==> src/sv/dwrs_pkg.sv <==
// shared widths, constants and types for the dual window relay scheduler
`timescale 1ns / 1ps

package dwrs_pkg;

  localparam int RELAY_COUNT  = 4;
  localparam int WIN_REGS     = 4;
  localparam int LANES        = (RELAY_COUNT < WIN_REGS) ? RELAY_COUNT : WIN_REGS;
  localparam int LEVEL_W      = 4;
  localparam int HOUR_W       = 5;
  localparam int MINUTE_W     = 6;
  localparam int T_W          = 11;
  localparam int WIN_W        = 4 * T_W;
  localparam int MIN_PER_HOUR = 60;

  // apb side
  localparam int DATA_W = 64;
  localparam int ADDR_W = 6;
  localparam int IDX_W  = 3;

  typedef enum logic [IDX_W-1:0] {
    REG_WIN_ONE   = 3'd0,
    REG_WIN_TWO   = 3'd1,
    REG_WIN_THREE = 3'd2,
    REG_WIN_FOUR  = 3'd3,
    REG_STARTUP   = 3'd4
  } reg_idx_t;

  typedef enum logic [1:0] {
    DRIVE_NONE = 2'd0,
    DRIVE_LOW  = 2'd1,
    DRIVE_HIGH = 2'd2
  } drive_t;

  typedef logic [T_W-1:0]     mod_t;
  typedef logic [LEVEL_W-1:0] levels_t;

endpackage

==> src/sv/dwrs_if.sv <==
// valid/ready channels for clock ticks and relay results
`timescale 1ns / 1ps

interface dwrs_tick_if import dwrs_pkg::*; ();
  logic                valid;
  logic                ready;
  logic [HOUR_W-1:0]   hour_now;
  logic [MINUTE_W-1:0] minute_now;

  modport source (output valid, output hour_now, output minute_now, input ready);
  modport sink   (input valid, input hour_now, input minute_now, output ready);
endinterface

interface dwrs_result_if import dwrs_pkg::*; ();
  logic    valid;
  logic    ready;
  levels_t relay_levels;
  levels_t relays_acted;

  modport source (output valid, output relay_levels, output relays_acted, input ready);
  modport sink   (input valid, input relay_levels, input relays_acted, output ready);
endinterface

==> src/sv/dual_window_relay_scheduler_unit.sv <==
// top level: window registers, tick register, relay decision and result register
`timescale 1ns / 1ps

// path: a tick word passes the tick register, then the result register, to the output
// one tick word per cycle unless stalled; the held levels update in the result stage
// stalls: a full result register that is not taken holds the tick register behind it
// reset (rst, synchronous): clears valids, held levels, the startup flag and all
// configuration registers; no clearing pass
module dual_window_relay_scheduler_unit import dwrs_pkg::*; (
  input  logic               clk,
  input  logic               rst,
  input  logic               psel,
  input  logic               penable,
  input  logic               pwrite,
  input  logic [ADDR_W-1:0]  paddr,
  input  logic [DATA_W-1:0]  pwdata,
  output logic [DATA_W-1:0]  prdata,
  output logic               pready,
  dwrs_tick_if.sink          tick,
  dwrs_result_if.source      result
);

  logic [WIN_W-1:0] win [WIN_REGS];
  levels_t          startup;
  reg_idx_t         idx;
  logic             wr_en;

  logic    s1_valid;
  mod_t    s1_t;
  logic    advance;
  logic    loaded;
  levels_t held;
  levels_t base;
  levels_t levels_next;
  levels_t acted_next;

  function automatic drive_t decide(input mod_t t, input mod_t on1, input mod_t off1,
                                    input mod_t on2, input mod_t off2);
    drive_t d;
    logic   wrap1, wrap2, first1, first2, in1, in2, past1, past2;
    d      = DRIVE_NONE;
    wrap1  = on1 > off1;
    wrap2  = on2 > off2;
    first1 = on1 < on2;
    first2 = on2 < on1;
    in1    = (t >= on1) && (t < off1);
    in2    = (t >= on2) && (t < off2);
    past1  = (t > on1) && (t >= off1);
    past2  = (t > on2) && (t >= off2);
    if ((on1 == off1) && (on2 == off2)) begin
      d = DRIVE_NONE;
    end else if (wrap1 && !wrap2) begin
      d = (t < off1) ? DRIVE_HIGH : DRIVE_LOW;
      if (in2) d = DRIVE_HIGH;
      if (t >= on1) d = DRIVE_HIGH;
    end else if (wrap2 && !wrap1) begin
      d = (t < off2) ? DRIVE_HIGH : DRIVE_LOW;
      if (in1) d = DRIVE_HIGH;
      if (t >= on2) d = DRIVE_HIGH;
    end else if (!wrap1 && !wrap2) begin
      // later rules override earlier ones
      if ((t < on1) && (t < on2)) d = DRIVE_LOW;
      if (first1 && in1) d = DRIVE_HIGH;
      if (first1 && past1) d = DRIVE_LOW;
      if (first2 && in2) d = DRIVE_HIGH;
      if (first2 && past2) d = DRIVE_LOW;
      if (first1 && in2) d = DRIVE_HIGH;
      if (first1 && past2) d = DRIVE_LOW;
      if (first2 && in1) d = DRIVE_HIGH;
      if (first2 && past1) d = DRIVE_LOW;
      if ((t >= off1) && (t >= off2)) d = DRIVE_LOW;
    end
    return d;
  endfunction

  // configuration port
  assign pready = 1'b1;
  assign idx    = reg_idx_t'(paddr[ADDR_W-1:ADDR_W-IDX_W]);
  assign wr_en  = psel && penable && pwrite;

  always_ff @(posedge clk) begin
    if (rst) begin
      for (int i = 0; i < WIN_REGS; i++) win[i] <= '0;
      startup <= '0;
    end else if (wr_en) begin
      unique case (idx)
        REG_WIN_ONE:   win[0]  <= pwdata[WIN_W-1:0];
        REG_WIN_TWO:   win[1]  <= pwdata[WIN_W-1:0];
        REG_WIN_THREE: win[2]  <= pwdata[WIN_W-1:0];
        REG_WIN_FOUR:  win[3]  <= pwdata[WIN_W-1:0];
        REG_STARTUP:   startup <= pwdata[LEVEL_W-1:0];
        default: ;
      endcase
    end
  end

  always_comb begin
    unique case (idx)
      REG_WIN_ONE:   prdata = DATA_W'(win[0]);
      REG_WIN_TWO:   prdata = DATA_W'(win[1]);
      REG_WIN_THREE: prdata = DATA_W'(win[2]);
      REG_WIN_FOUR:  prdata = DATA_W'(win[3]);
      REG_STARTUP:   prdata = DATA_W'(startup);
      default:       prdata = '0;
    endcase
  end

  // tick register holds the minute of day
  assign advance    = !result.valid || result.ready;
  assign tick.ready = !s1_valid || advance;

  always_ff @(posedge clk) begin
    if (rst) begin
      s1_valid <= 1'b0;
    end else if (tick.ready) begin
      s1_valid <= tick.valid;
    end
  end

  always_ff @(posedge clk) begin
    if (tick.valid && tick.ready) begin
      s1_t <= T_W'(tick.hour_now) * T_W'(MIN_PER_HOUR) + T_W'(tick.minute_now);
    end
  end

  // relay decisions, one lane per window register
  assign base = loaded ? held : startup;

  always_comb begin
    levels_next = base;
    acted_next  = '0;
    for (int i = 0; i < LANES; i++) begin
      unique case (decide(s1_t, win[i][T_W-1:0], win[i][2*T_W-1:T_W],
                          win[i][3*T_W-1:2*T_W], win[i][4*T_W-1:3*T_W]))
        DRIVE_HIGH: begin
          levels_next[i] = 1'b1;
          acted_next[i]  = 1'b1;
        end
        DRIVE_LOW: begin
          levels_next[i] = 1'b0;
          acted_next[i]  = 1'b1;
        end
        default: ;
      endcase
    end
  end

  always_ff @(posedge clk) begin
    if (rst) begin
      result.valid <= 1'b0;
      loaded       <= 1'b0;
      held         <= '0;
    end else if (advance) begin
      result.valid <= s1_valid;
      if (s1_valid) begin
        loaded <= 1'b1;
        held   <= levels_next;
      end
    end
  end

  always_ff @(posedge clk) begin
    if (advance && s1_valid) begin
      result.relay_levels <= levels_next;
      result.relays_acted <= acted_next;
    end
  end

endmodule
==> src/flat_wrapper.sv <==
// flat-port wrapper written by rule: the top's interface ports become plain ports
module dual_window_relay_scheduler_unit_flat import dwrs_pkg::*;
  (clk, rst, psel, penable, pwrite, paddr, pwdata, prdata, pready, tick_valid, tick_hour_now, tick_minute_now, tick_ready, result_valid, result_relay_levels, result_relays_acted, result_ready);
  dwrs_tick_if tick_i ();
  dwrs_result_if result_i ();
  input  logic clk;
  input  logic rst;
  input  logic psel;
  input  logic penable;
  input  logic pwrite;
  input  logic [ADDR_W-1:0] paddr;
  input  logic [DATA_W-1:0] pwdata;
  output logic [DATA_W-1:0] prdata;
  output logic pready;
  input wire logic [$bits(tick_i.valid)-1:0] tick_valid;
  input wire logic [$bits(tick_i.hour_now)-1:0] tick_hour_now;
  input wire logic [$bits(tick_i.minute_now)-1:0] tick_minute_now;
  output wire logic [$bits(tick_i.ready)-1:0] tick_ready;
  output wire logic [$bits(result_i.valid)-1:0] result_valid;
  output wire logic [$bits(result_i.relay_levels)-1:0] result_relay_levels;
  output wire logic [$bits(result_i.relays_acted)-1:0] result_relays_acted;
  input wire logic [$bits(result_i.ready)-1:0] result_ready;
  assign tick_i.valid = tick_valid;
  assign tick_i.hour_now = tick_hour_now;
  assign tick_i.minute_now = tick_minute_now;
  assign tick_ready = tick_i.ready;
  assign result_valid = result_i.valid;
  assign result_relay_levels = result_i.relay_levels;
  assign result_relays_acted = result_i.relays_acted;
  assign result_i.ready = result_ready;
  dual_window_relay_scheduler_unit u_core (.clk(clk), .rst(rst), .psel(psel), .penable(penable), .pwrite(pwrite), .paddr(paddr), .pwdata(pwdata), .prdata(prdata), .pready(pready), .tick(tick_i), .result(result_i));
endmodule
==> config.mk <==
export PLATFORM = sky130hd
export DESIGN_NAME = dual_window_relay_scheduler_unit_flat
export DESIGN_NICKNAME = d
export VERILOG_FILES = /design/src/sv/dwrs_pkg.sv /design/src/sv/dwrs_if.sv /design/src/sv/dual_window_relay_scheduler_unit.sv /design/src/flat_wrapper.sv
export SDC_FILE = /design/constraint.sdc
export NUM_CORES = 1
export LEC_CHECK = 0
export BUFFER_PORTS_ARGS = -buffer_cell sky130_fd_sc_hd__buf_2
export CAP_MARGIN = 15
export CORE_MARGIN = 2
export CORE_UTILIZATION = 45
export CTS_CLUSTER_DIAMETER = 50
export DETAILED_ROUTE_END_ITERATION = 6
export GPL_TIMING_DRIVEN = 0
export PLACE_DENSITY_LB_ADDON = 0.2
export SLEW_MARGIN = 15
export SYNTH_ARGS = -nofsm -noshare
export SYNTH_HDL_FRONTEND = slang
export SYNTH_SLANG_ARGS = --single-unit
==> constraint.sdc <==
create_clock -name clk -period 3.7 [get_ports clk]
set_clock_uncertainty 0.2 [all_clocks]
set_input_delay 0.185 -clock clk [delete_from_list [all_inputs] [get_ports clk]]
set_output_delay 0.185 -clock clk [all_outputs]
set_load 0.02 [all_outputs]
After elaboration in Yosys (flattened, before gate mapping)
Memory sizes are Yosys's and may differ from the RTL's. Cells that the tools add are included.

Flip-flop bits (word level): 30. Memory bits (writable): 176. Input port bits: 88. Output and inout bits: 75. Logic and storage cells: 298. Memories kept: 1.

Add/subtract/negate cells: 1. Multipliers: 1. $lt $le $gt $ge: 56. Equal/unequal tests: 20. Mux-type cells: 112. Bitwise gates (word level): 4. Reduce and logical (&&, ||, !) cells: 95.

Memories: u_core.win (words 4, width 44, read ports 4, clocked after memory_dff 0, wr ports 4, RTL line dual_window_relay_scheduler_unit.sv:23) `logic [WIN_W-1:0] win [WIN_REGS];`.

Operators with widths (count): less-than comparator 11 bit (24); one-hot mux 44 bit (5 select lines) (1); greater-or-equal comparator 11 bit (16); > comparator 11 bit (16); two-way mux 44 bit (4); two-way mux 2 bit (76); equality test 11 bit (8); logical AND 1 bit (76); two-way mux 1 bit (26); adder 11 x 6 -> 11 bit (1); logical NOT 1 bit (10); multiplier 5 x 4 -> 9 bit (second input constant) (1); equality test 2 x 1 -> 1 bit (second input constant) (4); equality test 2 bit (second input constant) (4); one-hot mux 1 bit (2 select lines) (4); OR reduction 2 bit (4); equality test 3 x 2 -> 1 bit (second input constant) (2); two-way mux 4 bit (1); bitwise OR 1 bit (4); AND reduction 2 bit (2); equality test 3 x 1 -> 1 bit (second input constant) (1); equality test 3 bit (second input constant) (1); logical NOT 3 bit (1); logical OR 1 bit (2).

Logic depth before layout (Yosys ltp)
Gate-level depths: netlist (run 1). An unclocked memory read counts as a cell.

Depth after elaboration: 20. Mapped depth: 18. Mapped depth without buffers: 17.

Least setup slack after synthesis (run 1)
Ideal clock, no wire load.

Path kind: flip-flop to flip-flop. Start point: register u_core.s1_t[4]. End point: register u_core.held[0]. Setup time: 0.128 ns. Arrival time: 3.300 ns. Data required time: 3.372 ns. Path slack: 0.072 ns. Stages on the path, launching flop included: 16. Buffers on the path: 0. Clock period less this slack: 3.628 ns. Cells stage by stage: edfxtp_1 ha_1 a21o_1 a21o_1 a211oi_1 o21a_1 nor2b_1 nor2_1 or4b_1 a211oi_1 o31ai_1 ha_1 nor2_1 a21oi_1 mux2i_1 nor2_1.

Word-level cells in the longest chain between the ends: 18. Elaborated cells between the ends (all ways): 47. Those cells by class: order compare: 10; eq/ne: 2; mux: 21; reduce/logical: 14.

RTL lines: from (decl) (RTL line dual_window_relay_scheduler_unit.sv:29) `mod_t s1_t;`; from (signal assigned) (RTL line dual_window_relay_scheduler_unit.sv:122) `s1_t <= T_W'(tick.hour_now) * T_W'(MIN_PER_HOUR) + T_W'(tick.minute_now);`; less-than comparator 11 bit (tied with other cells) (RTL line dual_window_relay_scheduler_unit.sv:62) `if ((t < on1) && (t < on2)) d = DRIVE_LOW;`; logical AND 1 bit, on equally long branches (RTL line dual_window_relay_scheduler_unit.sv:62, dual_window_relay_scheduler_unit.sv:46); two-way mux 1 bit or logical AND 1 bit (tied branches) (RTL line dual_window_relay_scheduler_unit.sv:62, dual_window_relay_scheduler_unit.sv:63); two-way mux 2 bit (RTL line dual_window_relay_scheduler_unit.sv:63) `if (first1 && in1) d = DRIVE_HIGH;`; two-way mux 2 bit (RTL line dual_window_relay_scheduler_unit.sv:64) `if (first1 && past1) d = DRIVE_LOW;`; two-way mux 2 bit (RTL line dual_window_relay_scheduler_unit.sv:65) `if (first2 && in2) d = DRIVE_HIGH;`; two-way mux 2 bit (RTL line dual_window_relay_scheduler_unit.sv:66) `if (first2 && past2) d = DRIVE_LOW;`; two-way mux 2 bit (RTL line dual_window_relay_scheduler_unit.sv:67) `if (first1 && in2) d = DRIVE_HIGH;`; [3 not listed]; two-way mux 2 bit (RTL line dual_window_relay_scheduler_unit.sv:71) `if ((t >= off1) && (t >= off2)) d = DRIVE_LOW;`; two-way mux 2 bit (RTL line dual_window_relay_scheduler_unit.sv:60) `end else if (!wrap1 && !wrap2) begin`; two-way mux 2 bit (RTL line dual_window_relay_scheduler_unit.sv:56) `end else if (wrap2 && !wrap1) begin`; two-way mux 2 bit (*) (RTL line dual_window_relay_scheduler_unit.sv:52) `end else if (wrap1 && !wrap2) begin`; two-way mux 2 bit (*) (RTL line dual_window_relay_scheduler_unit.sv:50) `if ((on1 == off1) && (on2 == off2)) begin`; equality test 2 x 1 -> 1 bit or equality test 2 bit (tied branches) (RTL line dual_window_relay_scheduler_unit.sv:133) `unique case (decide(s1_t, win[i][T_W-1:0], win[i][2*T_W-1:T_W],`; one-hot mux 1 bit (2 select lines) (*) (RTL line dual_window_relay_scheduler_unit.sv:133); via u_core.levels_next[0] (RTL line dual_window_relay_scheduler_unit.sv:34) `levels_t levels_next;`; to (signal assigned) (RTL line dual_window_relay_scheduler_unit.sv:157) `held <= levels_next;`; to (decl) (RTL line dual_window_relay_scheduler_unit.sv:32) `levels_t held;`.

Mark *: on every way through the listed nets, which the timed path passes. The rest lies on a longest branch. A chain may end at the register's enable or synchronous reset.

Final worst setup path (run 1)
Start point: register u_core.s1_t[10]. End point: register u_core.held[0].

Same word-level chain as after synthesis.

==> results of run 1 <==
-- per-stage QoR --
step,area [um2],utilization
floorplan,17400,-
global placement,18600,0.492
detailed placement,18800,0.498
CTS,21400,0.565
global route,22200,0.587
finish,22200,0.587
-- state kept, by name (all words and copies together) (netlist names) --
signal                      cells
u_core.result.relays_acted      4
u_core.loaded                   1
u_core.startup                  4
u_core.win                    176
u_core.s1_t                    11
u_core.held                     4
u_core.result.valid             1
u_core.result.relay_levels      4
u_core.s1_valid                 1
-- cell type report --
type | instances | area [um2]
inverters | 207 | 781
flip-flops and latches | 206 | 6080
well taps | 511 | 639
fillers | 3207 | 15600
clock buffers | 34 | 766
clock inverters | 21 | 155
multi-input cells | 1295 | 11200
plain buffers | 62 | 313
diodes | 3 | 7.51
repair buffers | 272 | 2240
-- cell usage in the layout (no fill, tap or decap), types with 9 or more instances in the layout --
master and count:
edfxtp_1 195, buf_12 15, nor3_1 23, and2_1 180, a211oi_1 17, o21a_1 17, nor2_1 62, o21ai_1 21
a21oi_1 84, a221o_1 40, mux2i_1 12, nor2b_1 26, nand3_1 35, a22oi_1 11, a21oi_2 20, a21o_1 25
o21ai_0 44, clkbuf_1 43, ha_1 293, nor3b_1 9, buf_2 118, dlygate4sd3_1 57, nand2_1 53, conb_1 21
buf_4 81, nand4_1 48, buf_6 16, nand2b_1 10, a211oi_2 15, nand3b_1 12, ha_4 35, clkbuf_16 30
a22o_1 39, dfxtp_1 11, inv_1 203
-- power by group --
part / internal [mW] / total, mW / switching (mW)
Clock: 1.51 / 2.68 / 1.17
Combinational: 2.37 / 5.12 / 2.75
Sequential: 2.81 / 3.02 / 0.208
-- logic make-up after synthesis --
logic type               count (synthesis)
multiplexers                            12
flip-flops                             206
buffers and inverters                  270
AO/OA/AOI/OAI                          405
XOR/XNOR                                12
other                                    2
adder cells (fa/ha/maj)                336
AND/OR/NAND/NOR                        509
-- path summary, 6_finish.rpt --
| check | slack (ns) | end |
|---|---|---|
| hold / removal | 0.05 | u_core.s1_t[10] |
| setup / recovery | -0.23 | u_core.held[0] |
| setup reg to reg | -0.23 | u_core.held[0] |
| hold reg to reg | 0.32 | u_core.held[1] |
-- metal layers --
layer	up-vias	track usage
met5	-	0
met4	0	0.127
met3	157	0.0353
met2	653	0.494
met1	7314	0.377
li1	7085	-
-- timing repair --
item | CTS | global route
resized for setup | 86 | 103
hold buffers | 57 | 0
pin swaps | 37 | 43
hold endpoints to repair | 190 | 0
buffers inserted | 61 | 28
endpoints found under the setup margin | 12 | 12
cloned | 1 | 0
-- critical path: cells and delay by family (launching register included) --
kind                       cells  cell delay [ns]
muxes                          1             0.09
adders and majority gates      2             0.58
DFF                            1             0.44
AOI/OAI and AO/OA              6             0.98
and+or+nand+nor                7             1.26
buffers and inverters          2             0.28
==> results.ini, run 1 <==
[synth]
synthMuxAreaShare=0.00693
synth.area.top_cells=edfxtp_1, ha_1, and2_1
synth_edf_count=195
yosys.area.top_type=edfxtp_1
synthDistinctLibCells=70
syn_inst=1752
synth_top_area_frac=0.338
syn_area_um2=17300
ys.flop_type=edfxtp_1
yosys.area_share.simple=0.166
synth.most_common_cell=ha_1
synth_commonest_cells=ha_1, inv_1, edfxtp_1, and2_1, a21oi_1
synth_seq_area_share=0.350
avgSynthCellArea_um2=9.90
yosys_register_bits=206
synth_top_family_by_area=adder cells
yosys_warnings=0
synth_xor_xnor_area_share=0.00606
async_reset_ff_frac=0
synth_compound_area_frac=0.161
synth_fa_ha_area_frac=0.246

[sta]
worstMarginPinSlew_ns=1.25
finalSetupTns_ns=-0.855
whs_ns=0.0480
final_max_slew_viol_count=0
fin_ws_ns=-0.232
rsz0062_at_grt=true
finalCritPeriodShare=1.06
max-slew-margin-rel=0.166
period_needed_ns=3.93
setup_violations=8
hold_viol=0
fmax_mhz=254

[critical_path]
crit_required_ns=4.01
start_kind=flop
worstReg2RegStart=u_core.s1_t[10]
worstSetupStartpoint=u_core.s1_t[10]
slowest_stage=or3b_4
crit_fanout=3
end_kind=flop
cp.arrival_ns=4.24
worstSetupPathType=reg -> reg
crit_path_cell_trace=buf_6, buf_6, ha_4, nand4_1, or3b_4, a21oi_4, nor4_4, o21a_1, or3_4, a31oi_1, o21ai_1, nor2b_1, o31a_1, ha_4, nor2_2, a21oi_2, mux2i_1, nor2_1
max_stage_delay_ns=0.45
reg2reg_depth=18

[final_layout]
nets=2498
fin_cells=2611
area_delta_synth_final_pct=28.1
final_layout_size_suffix_gt1_frac=0.204

[placement]
post-dp-hpwl_um=45800
place.gp.congestion=0.951
dp.cells=2408
port_buffers=116
pre_cts_slack_ns=-1.16

[floorplan]
placementRows=71
start_util=0.458
die_y_um=200
core_um2=37800
chipWidth_um=200
io_pins=163
die_area_um2=40100

[pwr]
fin_total_pwr_mw=10.8
p_per_area_nw_per_um2=487
p_leak_nw=9.96
ir_drop_uv=376

[clock_tree]
clockRootBuffer=clkbuf_16
clock_sinks=206
path_clk_slew_ns=0.06
cts_buffer_depth=3
numCtsBuffers=30
cts_max_level=1
cts_tree=done
clk_latency_ns=0.60

[job]
cap_violations=0

[grt]
grt_overflow_total=0
grt_max_degree=27
grt_pass1_wl_um=89000
grt_pass1_vias=15107
grtUsageTotal=0.292
antenna_found_initial=3

[drt]
drt_iter0_markers=1265
wl_per_cell_um=23.3
met2WireLength_um=28700
wl_met1_um=24800
ant_nets=0
num_vias=15209
drtPass1Iterations=7
wl_met3_um=4580
wl_um=60800
top_layer=met4
drc=1
routed_via_density=5.82

[worst_hold_path]
min_delay_path_depth=4
hold_path_class=in -> reg
worstHoldStart=tick_hour_now[3]

[status]
status=finished with violations
violations=design-rule violations, negative setup slack

Note: power is estimated with default switching activity, not from simulation.
==> run 2, diff against run 1 <==
--- a/config.mk
+++ b/config.mk
@@ -7,8 +7,10 @@
 export LEC_CHECK = 0
 export BUFFER_PORTS_ARGS = -buffer_cell sky130_fd_sc_hd__buf_2
 export CAP_MARGIN = 15
+export CELL_PAD_IN_SITES_DETAIL_PLACEMENT = 0
+export CELL_PAD_IN_SITES_GLOBAL_PLACEMENT = 1
 export CORE_MARGIN = 2
-export CORE_UTILIZATION = 45
+export CORE_UTILIZATION = 26
 export CTS_CLUSTER_DIAMETER = 50
 export DETAILED_ROUTE_END_ITERATION = 6
 export GPL_TIMING_DRIVEN = 0
==> results.ini, run 2 (synthesis gave the netlist of run 1 again) <==
[status]
status=finished with violations
violations=negative setup slack

[critical_path]
slowest_stage=edfxtp_1
timing.critical_path.max_delay_family=simple AND/OR/NAND/NOR gates
crit_top_cell=ha_4
cp.arrival_ns=4.24  ; about the same
crit_path_cell_trace=buf_12, ha_4, and3_4, or3b_4, a21oi_4, nor4_4, o21a_1, or3_4, a31oi_1, o21ai_1, nor2b_1, o31a_1, ha_4, nor2_2, a21oi_2, mux2i_1, nor2_1
crit_fanout=5  ; +2
max_stage_delay_ns=0.51  ; +0.06 ns
end_kind=flop
crit_required_ns=3.98  ; -0.03 ns
cp_num_buf_inv=1  ; -1
start_kind=flop
worstSetupPathType=reg -> reg

[drt]
drt_iter0_markers=1026  ; -19%
drtPass1Iterations=5  ; -2
top_layer=met5
wl_per_cell_um=23.4  ; +0.59%
ant_nets=0  ; unchanged
wl_um=69300  ; +14%
wl_met3_um=3460  ; -24%
drc=0  ; -1
met2WireLength_um=34000  ; +19%
wl_met1_um=29900  ; +20%
routed_via_density=4.99  ; -14%
num_vias=14751  ; -3.0%

[sta]
finalCritPeriodShare=1.07  ; +0.00813
final_max_slew_viol_count=0  ; unchanged
worstMarginPinSlew_ns=1.15  ; -0.0959 ns
setup_violations=9  ; +1
max-slew-margin-rel=0.226  ; +0.0598
period_needed_ns=3.96  ; +0.0301 ns
whs_ns=0.0230  ; -0.0250 ns
fmax_mhz=252  ; -0.76%
hold_viol=0  ; unchanged
rsz0062_at_grt=true
fin_ws_ns=-0.262  ; -0.0301 ns

[pwr]
p_int_mw=7.19  ; +7.4%
swShare=0.372  ; -0.00938
netSwitchingPower_mw=4.26  ; +3.2%
p_clk_frac=0.289  ; +0.041
seqPwrFrac=0.264  ; -0.015
ir_drop_uv=237  ; -37%
p_comb_frac=0.447  ; -0.026
p_leak_nw=10.0  ; +0.47%
p_per_area_nw_per_um2=503  ; +3.2%

[clock_tree]
path_clk_slew_ns=0.05  ; about the same
cts_max_level=2  ; +1
numCtsBuffers=35  ; +17%
clockRootBuffer=clkbuf_16
clk_latency_ns=0.55  ; -0.05 ns
clock_sinks=206  ; unchanged
cts_buffer_depth=3  ; unchanged
cts_tree=done

[floorplan]
core_um2=65900  ; +74%
die_area_um2=68800  ; +71%
io_pins=163  ; unchanged
start_util=0.263  ; -0.195
chipWidth_um=262  ; +31%
placementRows=94  ; +32%
die_y_um=262  ; +31%

[final_layout]
final_core_util=0.346  ; -0.241
reg_top3=u_core.win: 176 flops, u_core.s1_t: 11 flops
area_delta_synth_final_pct=31.3
top_register=u_core.win
final_common_cell=ha_1
fillers=6644  ; +110%
nets=2489  ; -0.36%
final_layout_size_suffix_gt1_frac=0.204  ; about the same
mostFrequentLayoutCells=ha_1, inv_1, edfxtp_1
largest_reg_flops=176  ; unchanged

[placement]
place.gp.congestion=0.858  ; -9.7%
post-dp-hpwl_um=54800  ; +20%
port_buffers=116  ; unchanged

[grt]
grt_overflow_total=0  ; unchanged
grtUsageTotal=0.196  ; -0.0962
grt_max_degree=45  ; +67%
grt_pass1_wl_um=98400  ; +11%
antenna_found_initial=2  ; -1
grt_pass1_vias=14994  ; -0.75%

[job]
cap_violations=0  ; unchanged

[worst_hold_path]
hold_path_class=in -> reg

## run 2: routing by layer
layer	up-vias	track usage
met5	-	0
met4	4	0.0587
met3	99	0.0360
met2	350	0.342
met1	7218	0.244
li1	7080	-
## run 2: tightest hold or removal path, delay by kind of cell
family	cells	cell delay, ns
buffers and inverters	1	0.12
adder cells (fa/ha/maj)	2	0.35
## run 2: cell type report
type | count | area [um2] | share of cell area
multi-input combinational | 1295 | 11200 | 0.492
clock inverter | 24 | 273 | 0.0120
antenna | 2 | 5.00 | 0.000220
clock buffer | 38 | 887 | 0.0390
sequential | 206 | 6080 | 0.267
inverter | 207 | 779 | 0.0342
tap | 864 | 1080 | 0.0475
buffer | 62 | 313 | 0.0137
timing repair buffer | 258 | 2140 | 0.0942
## run 2: timing repair
action | 4_1_cts | 5_1_grt
setup buffers | 51 | 17
hold endpoints to repair | 190 | 0
setup endpoints to repair | 12 | 12
cloned | 0 | 1
gates resized for setup | 111 | 66
hold buffers | 56 | 0
pin swaps | 48 | 44
## run 2: power groups by stage
stage | Combinational, mW | Sequential (mW) | Clock [mW]
after CTS | 4.60 | 3.02 | 3.38
after floorplan | 2.22 | 3.10 | 0
after global routing | 5.62 | 3.03 | 3.47
final | 5.12 | 3.02 | 3.31
after global placement | 3.04 | 3.46 | 0
after detailed placement | 3.65 | 3.20 | 0
## run 2: worst paths after layout
check | start | end | slack (ns) | depth (start not counted)
max | u_core.s1_t[6] | u_core.held[0] | -0.26 | 17
min | tick_hour_now[0] | u_core.s1_t[3] | 0.02 | 3
min reg2reg | u_core.held[2] | u_core.held[2] | 0.30 | 2
max reg2reg | u_core.s1_t[6] | u_core.held[0] | -0.26 | 17
## run 2: stage by stage
stage,worst slack [ns],TNS [ns],cell area (um2),total power [mW],instances
final,-0.262,-1.31,22800,11.4,2956
after global routing,-0.401,-2.86,22800,12.1,2954
after CTS,-0.281,-1.06,22300,11.0,2937
after detailed placement,-1.01,-8.66,19500,6.84,2770
after global placement,-1.36,-105.72,19100,6.50,2751
after floorplan,0.0720,0,17400,5.31,1771
